### config.mk
export PLATFORM = sky130hd
export DESIGN_NAME = seen_device_table_with_aging_core
export DESIGN_NICKNAME = d
export VERILOG_FILES = /design/src/design/sdt_pkg.sv /design/src/design/sdt_ram.sv /design/src/design/sdt_entry_unit.sv /design/src/design/seen_device_table_with_aging_core.sv
export SDC_FILE = /design/constraint.sdc
export NUM_CORES = 1
export LEC_CHECK = 0
export ABC_AREA = 1
export BUFFER_PORTS_ARGS = -buffer_cell sky130_fd_sc_hd__buf_2
export CAP_MARGIN = 25
export CORE_UTILIZATION = 57
export CTS_CLUSTER_DIAMETER = 150
export DETAILED_ROUTE_END_ITERATION = 10
export PLACE_DENSITY = 0.76
export SYNTH_ARGS = -nofsm -noshare
export SYNTH_HDL_FRONTEND = slang
export SYNTH_HIERARCHICAL = 1
export SYNTH_SLANG_ARGS = --single-unit
### constraint.sdc
create_clock -name clk -period 5.48 [get_ports clk]
set_input_delay 1.096 -clock clk [delete_from_list [all_inputs] [get_ports clk]]
set_output_delay 1.096 -clock clk [all_outputs]
set_load 0.005 [all_outputs]
### src/design/sdt_pkg.sv
// Shared types, constants and codes for the seen-device table.
`timescale 1ns / 1ps
package sdt_pkg;

  localparam int TABLE_ENTRIES_DEF = 16;
  localparam int ADDR_W            = 48;
  localparam int RSSI_W            = 8;
  localparam int ROUND_W           = 8;
  localparam int AGE_W             = 4;
  localparam int OUT_CNT_W         = 5;
  localparam logic [AGE_W-1:0] AGE_LIMIT_RST = 4'd2;

  localparam logic OP_ADVERT   = 1'b0;
  localparam logic OP_SCAN_END = 1'b1;

  typedef struct packed {
    logic                     opcode;
    logic [ADDR_W-1:0]        device_address;
    logic signed [RSSI_W-1:0] rssi;
    logic                     qualifies;
  } in_item_t;

  typedef struct packed {
    logic signed [RSSI_W-1:0] strongest_rssi;
    logic [OUT_CNT_W-1:0]     device_count;
    logic                     dropped;
    logic [OUT_CNT_W-1:0]     removed_count;
  } out_item_t;

  typedef struct packed {
    logic [ADDR_W-1:0]  address;
    logic [RSSI_W-1:0]  strength;
    logic [ROUND_W-1:0] last_round;
  } entry_t;

  localparam int ENTRY_W = $bits(entry_t);

  // Item and accumulator context handed to the entry unit
  typedef struct packed {
    logic                     is_scan;
    logic                     qual;
    logic [ADDR_W-1:0]        addr;
    logic [RSSI_W-1:0]        rssi;
    logic [ROUND_W-1:0]       round;
    logic [AGE_W-1:0]         age_limit;
    logic                     found;
    logic                     any;
    logic signed [RSSI_W-1:0] best;
  } unit_ctx_t;

  // Verdict of the entry unit for one entry
  typedef struct packed {
    logic                     hit;
    logic                     take_free;
    logic                     expire;
    logic                     live;
    logic                     any;
    logic signed [RSSI_W-1:0] best;
  } unit_res_t;

  typedef enum logic [1:0] {
    ST_IDLE,
    ST_WALK,
    ST_FINISH
  } state_t;

endpackage

### src/design/sdt_ram.sv
// Generic single-write, single-read RAM with registered read data.
`timescale 1ns / 1ps
module sdt_ram #(
  parameter int WIDTH = 64,
  parameter int DEPTH = 16
) (
  input  logic                                 clk,
  input  logic                                 we,
  input  logic [((DEPTH > 1) ? $clog2(DEPTH) : 1)-1:0] waddr,
  input  logic [WIDTH-1:0]                     wdata,
  input  logic [((DEPTH > 1) ? $clog2(DEPTH) : 1)-1:0] raddr,
  output logic [WIDTH-1:0]                     rdata
);

  logic [WIDTH-1:0] mem [DEPTH];

  // Write port and registered read port
  always_ff @(posedge clk) begin
    if (we) begin
      mem[waddr] <= wdata;
    end
    rdata <= mem[raddr];
  end

endmodule

### src/design/sdt_entry_unit.sv
// Shared compare unit: address match, age test and strongest-signal update.
`timescale 1ns / 1ps
module sdt_entry_unit (
  input  sdt_pkg::entry_t    ent,
  input  logic               ent_valid,
  input  sdt_pkg::unit_ctx_t ctx,
  output sdt_pkg::unit_res_t res
);
  import sdt_pkg::*;

  logic [ROUND_W-1:0]       age;
  logic signed [RSSI_W-1:0] str;
  logic                     advert_q;
  logic                     better;

  always_comb begin
    advert_q = (ctx.is_scan == OP_ADVERT) && ctx.qual;
    // Match the first live entry with the advert's address
    res.hit       = advert_q && ent_valid && !ctx.found && (ent.address == ctx.addr);
    res.take_free = advert_q && !ent_valid;
    // Modular age against the limit
    age        = ctx.round - ent.last_round;
    res.expire = (ctx.is_scan == OP_SCAN_END) && ent_valid
                 && (age > {{(ROUND_W-AGE_W){1'b0}}, ctx.age_limit});
    res.live   = ent_valid && !res.expire;
    // Fold this entry's strength into the running maximum
    str      = res.hit ? $signed(ctx.rssi) : $signed(ent.strength);
    better   = !ctx.any || (str > ctx.best);
    res.best = (res.live && better) ? str : ctx.best;
    res.any  = ctx.any || res.live;
  end

endmodule

### src/design/seen_device_table_with_aging_core.sv
// Top level: sequencer walking the device table through the shared entry unit.
//
// Usage:
//   Input items (adverts and scan ends) arrive on in_valid / in_item and are
//   taken when in_stall is low. Each item walks every table slot once, one
//   slot per cycle, through a single compare unit fed by the entry RAM's
//   registered read port; a final step inserts a new device if needed,
//   advances the round on a scan end and loads the result register.
//   A new item is not taken until the previous one has loaded its result.
//   in_stall is high from acceptance until the result is loaded.
//   The result waits in an output register; the next item can be taken
//   while it waits, but its walk stops before the final step as long as
//   out_stall holds the previous result.
//   The age limit is written on cfg_valid / cfg_data while no item is in
//   flight; cfg_ready is high when the block is idle.
//   Reset (rst_n low, synchronous) empties the table, sets the round to 0,
//   the age limit to 2 and drops any pending result. The entry RAM itself
//   is not cleared; only slots marked valid are ever used.
`timescale 1ns / 1ps
module seen_device_table_with_aging_core #(
  parameter int TABLE_ENTRIES = sdt_pkg::TABLE_ENTRIES_DEF
) (
  input  logic                        clk,
  input  logic                        rst_n,
  input  logic                        in_valid,
  output logic                        in_stall,
  input  sdt_pkg::in_item_t           in_item,
  output logic                        out_valid,
  input  logic                        out_stall,
  output sdt_pkg::out_item_t          out_item,
  input  logic                        cfg_valid,
  output logic                        cfg_ready,
  input  logic [sdt_pkg::AGE_W-1:0]   cfg_data
);
  import sdt_pkg::*;

  localparam int AW   = (TABLE_ENTRIES > 1) ? $clog2(TABLE_ENTRIES) : 1;
  localparam int CNTW = $clog2(TABLE_ENTRIES + 1);
  localparam int CW   = (CNTW > OUT_CNT_W) ? CNTW : OUT_CNT_W;

  state_t                   state_r, state_nxt;
  logic [CNTW-1:0]          cnt_r, cnt_nxt;
  logic                     proc_r, proc_nxt;
  logic [AW-1:0]            pidx_r, pidx_nxt;
  in_item_t                 item_r, item_nxt;
  logic [ROUND_W-1:0]       round_r, round_nxt;
  logic [AGE_W-1:0]         age_limit_r, age_limit_nxt;
  logic [TABLE_ENTRIES-1:0] valid_r, valid_nxt;
  logic                     found_r, found_nxt;
  logic                     free_found_r, free_found_nxt;
  logic [AW-1:0]            free_idx_r, free_idx_nxt;
  logic                     any_r, any_nxt;
  logic signed [RSSI_W-1:0] best_r, best_nxt;
  logic [CW-1:0]            count_r, count_nxt;
  logic [CW-1:0]            removed_r, removed_nxt;
  logic                     out_valid_r, out_valid_nxt;
  out_item_t                out_r, out_nxt;

  logic                     in_take;
  logic                     walk_done;
  logic                     fin_go;
  logic                     issue;
  logic                     insert_ok;
  logic                     ram_we;
  logic [AW-1:0]            ram_waddr;
  entry_t                   ram_wdata;
  entry_t                   ram_rdata;
  entry_t                   new_ent;
  entry_t                   unit_ent;
  logic                     unit_valid;
  unit_ctx_t                ctx;
  unit_res_t                res;
  logic [CW-1:0]            fin_count;

  assign in_take   = in_valid && !in_stall;
  assign walk_done = (cnt_r == CNTW'(TABLE_ENTRIES));
  assign fin_go    = (state_r == ST_FINISH) && !(out_valid_r && out_stall);
  assign issue     = (state_r == ST_WALK) && !walk_done;
  assign insert_ok = (item_r.opcode == OP_ADVERT) && item_r.qualifies
                     && !found_r && free_found_r;

  assign new_ent.address    = item_r.device_address;
  assign new_ent.strength   = item_r.rssi;
  assign new_ent.last_round = round_r;

  // Entry storage: address, strength and round per slot
  sdt_ram #(
    .WIDTH (ENTRY_W),
    .DEPTH (TABLE_ENTRIES)
  ) u_ram (
    .clk   (clk),
    .we    (ram_we),
    .waddr (ram_waddr),
    .wdata (ram_wdata),
    .raddr (cnt_r[AW-1:0]),
    .rdata (ram_rdata)
  );

  // Feed the shared unit: a stored slot during the walk, the new device at the end
  always_comb begin
    unit_ent       = (state_r == ST_FINISH) ? new_ent : ram_rdata;
    unit_valid     = (state_r == ST_FINISH) ? insert_ok : valid_r[pidx_r];
    ctx.is_scan    = item_r.opcode;
    ctx.qual       = item_r.qualifies;
    ctx.addr       = item_r.device_address;
    ctx.rssi       = item_r.rssi;
    ctx.round      = round_r;
    ctx.age_limit  = age_limit_r;
    ctx.found      = (state_r == ST_FINISH) ? 1'b0 : found_r;
    ctx.any        = any_r;
    ctx.best       = best_r;
  end

  sdt_entry_unit u_unit (
    .ent       (unit_ent),
    .ent_valid (unit_valid),
    .ctx       (ctx),
    .res       (res)
  );

  // Next state
  always_comb begin
    state_nxt = state_r;
    unique case (state_r)
      ST_IDLE: begin
        if (in_valid) begin
          state_nxt = ST_WALK;
        end
      end
      ST_WALK: begin
        if (walk_done) begin
          state_nxt = ST_FINISH;
        end
      end
      ST_FINISH: begin
        if (fin_go) begin
          state_nxt = ST_IDLE;
        end
      end
      default: state_nxt = ST_IDLE;
    endcase
  end

  // Handshake outputs
  always_comb begin
    in_stall  = (state_r != ST_IDLE);
    cfg_ready = (state_r == ST_IDLE);
    out_valid = out_valid_r;
    out_item  = out_r;
  end

  // Datapath: walk accumulators, table updates and result
  always_comb begin
    cnt_nxt        = cnt_r;
    proc_nxt       = 1'b0;
    pidx_nxt       = pidx_r;
    item_nxt       = item_r;
    round_nxt      = round_r;
    age_limit_nxt  = age_limit_r;
    valid_nxt      = valid_r;
    found_nxt      = found_r;
    free_found_nxt = free_found_r;
    free_idx_nxt   = free_idx_r;
    any_nxt        = any_r;
    best_nxt       = best_r;
    count_nxt      = count_r;
    removed_nxt    = removed_r;
    out_valid_nxt  = out_valid_r && out_stall;
    out_nxt        = out_r;
    ram_we         = 1'b0;
    ram_waddr      = pidx_r;
    ram_wdata      = new_ent;
    fin_count      = count_r + CW'(res.live);

    if (cfg_valid && cfg_ready) begin
      age_limit_nxt = cfg_data;
    end

    // Capture the item and clear the accumulators
    if (in_take) begin
      item_nxt       = in_item;
      cnt_nxt        = '0;
      found_nxt      = 1'b0;
      free_found_nxt = 1'b0;
      any_nxt        = 1'b0;
      best_nxt       = '0;
      count_nxt      = '0;
      removed_nxt    = '0;
    end

    // Issue the next slot read
    if (issue) begin
      cnt_nxt  = cnt_r + CNTW'(1);
      proc_nxt = 1'b1;
      pidx_nxt = cnt_r[AW-1:0];
    end

    // Process the slot whose data has just come back
    if ((state_r == ST_WALK) && proc_r) begin
      if (res.hit) begin
        found_nxt = 1'b1;
        ram_we    = 1'b1;
        ram_waddr = pidx_r;
      end
      if (res.take_free && !free_found_r) begin
        free_found_nxt = 1'b1;
        free_idx_nxt   = pidx_r;
      end
      if (res.expire) begin
        valid_nxt[pidx_r] = 1'b0;
        removed_nxt       = removed_r + CW'(1);
      end
      if (res.live) begin
        count_nxt = count_r + CW'(1);
      end
      any_nxt  = res.any;
      best_nxt = res.best;
    end

    // Insert a new device if needed, advance the round on a scan end and load the result
    if (fin_go) begin
      if (insert_ok) begin
        valid_nxt[free_idx_r] = 1'b1;
        ram_we                = 1'b1;
        ram_waddr             = free_idx_r;
      end
      if (item_r.opcode == OP_SCAN_END) begin
        round_nxt = round_r + ROUND_W'(1);
      end
      out_valid_nxt          = 1'b1;
      out_nxt.strongest_rssi = res.any ? res.best : '0;
      out_nxt.device_count   = fin_count[OUT_CNT_W-1:0];
      out_nxt.dropped        = (item_r.opcode == OP_ADVERT) && item_r.qualifies
                               && !found_r && !free_found_r;
      out_nxt.removed_count  = removed_r[OUT_CNT_W-1:0];
    end
  end

  // Control registers
  always_ff @(posedge clk) begin
    if (!rst_n) begin
      state_r     <= ST_IDLE;
      proc_r      <= 1'b0;
      round_r     <= '0;
      age_limit_r <= AGE_LIMIT_RST;
      valid_r     <= '0;
      out_valid_r <= 1'b0;
    end else begin
      state_r     <= state_nxt;
      proc_r      <= proc_nxt;
      round_r     <= round_nxt;
      age_limit_r <= age_limit_nxt;
      valid_r     <= valid_nxt;
      out_valid_r <= out_valid_nxt;
    end
  end

  // Payload and walk registers
  always_ff @(posedge clk) begin
    cnt_r        <= cnt_nxt;
    pidx_r       <= pidx_nxt;
    item_r       <= item_nxt;
    found_r      <= found_nxt;
    free_found_r <= free_found_nxt;
    free_idx_r   <= free_idx_nxt;
    any_r        <= any_nxt;
    best_r       <= best_nxt;
    count_r      <= count_nxt;
    removed_r    <= removed_nxt;
    out_r        <= out_nxt;
  end

endmodule

==> qor.yml <==
status: "finished clean"
netlist_instances: 5422
synthTopCellsByArea: "edfxtp_1 62%, nand2_1 13%, nand3_1 7.7%, inv_1 6.6%, dfxtp_1 4.0%"
insertion_delay_ns: 0.72
place.gp.congestion: 0.912
drive_gt1_share_pct: 7.71
setup_violations: 0
grt_pass1_wl_mm: 207
yosysUniqueCellTypes: 40
num_rows: 112
finalCritPeriodShare_pct: 88.3
cts-hold-fix-buffers: 0
cts_setup_buffers: 0
cp.required_ns: 5.85
io_pins: 89
die_w_um: 310
cp_data_arrival_time_ns: 5.21
worstReg2RegStart: "pidx_r[0]"
ys_seq_area_share_pct: 66.5
fin_crit_ns: 4.84
diodes: 0
crit_chain: "inv_1 -> nand2_1 -> nand2_1 -> nand2_1 -> nand2_1 -> nand2_1 -> nand3_1 -> nor2_1 -> nor2_1 -> inv_2 -> nor2_1 -> nand2_1 -> nor2_1 -> nand2_1 -> nor2_1 -> nand2_1 -> nor2_1 -> nand2_1 -> inv_1 -> inv_1 -> o22ai_1 -> nand3b_1 -> nor2_4 -> buf_4"
cts_htree_levels: 3
max_slew_margin_pct: 27.6
root_buffer: "clkbuf_16"
end_kind: "flop"
critPathLaunch: "pidx_r[0]"
cts_sinks: 1231
crit_path_frequent_cell: "nand2_1"
core_area_um2: 93600
synth_top_cell_by_area: "edfxtp_1"
power.density_nw_per_um2: 369
ant_nets: 0
synth_nets: 5516
cpMaxStageDelayCell: "nor2_4"
drtIter0Drc: 4315
p_int_mw: 16.2
tightest_slew_ns: 1.08
dr.pass1.iters: 6
cts_buffer_depth: 3
hp-class: "flop to flop"
seq_power_share_pct: 48.4
combPwrFrac_pct: 13.1
switching_share_pct: 26.6
rsz0062_at_grt: "false"
dp.cells: 6614
cts_resized: 0
wire_per_inst_um: 19.8
finalMaxSlewViolations: 0
die_area_um2: 95900
crit_type: "flop to flop"
maxCapViolCount: 0
grt_use_total_pct: 28.5
nets: 5578
grt_max_degree: 190
whs_ns: 0.464
avgViaCountPerCell: 5.47
yosysTopAreaCellShare_pct: 62.5
clockPowerShare_pct: 38.5
hpwl_mm: 76.8
synth-seq-cells: 1231
cts_tree: "done"
max_freq_mhz: 207
worst_setup_path_start_kind: "flop"
die_h_um: 310
leakage_nw: 26.1
syn_area_um2: 54000
cts_made_buffers: 121
start_util_pct: 57.6
area_growth_pct: 10.6
ir_drop_v: 0.000313
hold_viol: 0
avgSynthCellArea_um2: 9.95
antenna_found_initial: 1
clk_pin_slew_ns: 0.06
drc: 0
vias: 37500
routed_wl_mm: 136
min-delay-start: "removed_r[4]"
ys_warn_count: 6
grt_pass1_vias: 36100
p_switching_mw: 5.85
cp_max_fo: 20
io_buffers: 88
gr-total-overflow: 0
stdcell_count: 6846
max_stage_delay_ns: 0.57
finClkSkew_ns: 0.0301
flip-flops by register name, summed over array words and instances (netlist names), 2 cells and up:
register and flops:
round_r 8, valid_r 16, count_r 5, out_item 19
best_r 8, cnt_r 5, pidx_r 4, state_r 2
removed_r 5, u_ram/rdata 64, ctx 58, u_ram/mem 1024
age_limit_r 4, free_idx_r 4
cells in the final DEF, fill, tap and decap left out, drive strengths merged, types with 26 or more instances in the layout:
cell type	n
dfxtp	108
ha	26
inv	959
clkinv	54
o21ai	38
a21oi	41
buf	178
nor2	142
clkbuf	158
nand2	1859
nand3	834
edfxtp	1123
area by class of cell:
class                           instances  area [µm²]
Clock buffer                          158        3350
Inverter                              958        3630
Clock inverter                         73         778
Timing Repair Buffer                  178        1360
Tap cell                             1254        1570
Multi-Input combinational cell       2994       13100
Fill cell                            7184       33900
Sequential cell                      1231       35900
final timing paths:
kind | to | slack (ns) | cells past startpoint
setup / recovery | u_ram/mem[7][18] | 0.64 | 24
hold / removal | out_item[4] | 0.46 | 0
setup reg to reg | u_ram/mem[7][18] | 0.64 | 24
hold reg to reg | out_item[4] | 0.46 | 0
critical path, delay by kind of cell, from the launching register on:
kind / cells / cell delay, ns
AOI/OAI and AO/OA: 1 / 0.32
buffers and inverters: 5 / 1.10
DFF: 1 / 0.56
and+or+nand+nor: 18 / 2.49
layer usage:
layer	GRT usage [%]	part of all wire, %
met3	4.26	9.9
met4	10.5	3.7
met5	0	0
met2	46.3	47
met1	39.1	39
Yosys cell counts (all sizes together):
| cell | count |
|---|---|
| dfxtp | 108 |
| o22ai | 3 |
| nand3b | 9 |
| inv | 957 |
| o21bai | 3 |
| a21oi | 41 |
| buf | 207 |
| o21ai | 38 |
| o211ai | 1 |
| xnor2 | 8 |
| ha | 26 |
| nor3b | 1 |
| nor3 | 5 |
| edfxtp | 1123 |
| nor2 | 142 |
| nand3 | 834 |
| or2 | 2 |
| xor2 | 8 |
| nand2 | 1859 |
| clkbuf | 32 |
| nor2b | 1 |
| fa | 1 |
| clkinv | 1 |
| nand4 | 12 |
power by group through the flow:
| stage | registers (mW) | clock network, mW | logic, mW |
|---|---|---|---|
| after CTS | 10.7 | 8.56 | 2.84 |
| after global routing | 10.7 | 8.92 | 3.18 |
| after floorplan | 10.8 | 0 | 2.06 |
| final | 10.7 | 8.48 | 2.89 |
| after detailed placement | 10.9 | 0 | 2.81 |
| after global placement | 10.9 | 0 | 2.76 |
cells by family (layout without fill, tap and decap cells):
group | after synthesis | count (layout) | share of synthesized area (%)
AND/OR/NAND/NOR | 2865 | 2865 | 22.3
flip-flops | 1231 | 1231 | 66.5
buffers and inverters | 1197 | 1367 | 9.45
AO/OA/AOI/OAI | 86 | 86 | 0.830
adder cells (fa/ha/maj) | 27 | 27 | 0.640
XOR/XNOR | 16 | 16 | 0.260
through the flow:
step	setup slack [ns]	power, mW	util [%]	instance area, µm²	setup TNS (ns)
2_1_floorplan	-0.103	12.8	-	54000	-89.84
3_3_place_gp	0.791	13.6	59.3	55500	0
3_5_place_dp	0.764	13.7	59.3	55500	0
4_1_cts	0.744	22.1	63.7	59700	0
5_1_grt	0.307	22.8	63.8	59700	0
6_report	0.641	22.0	63.8	59700	0
Power figures use the tool's default switching activity.
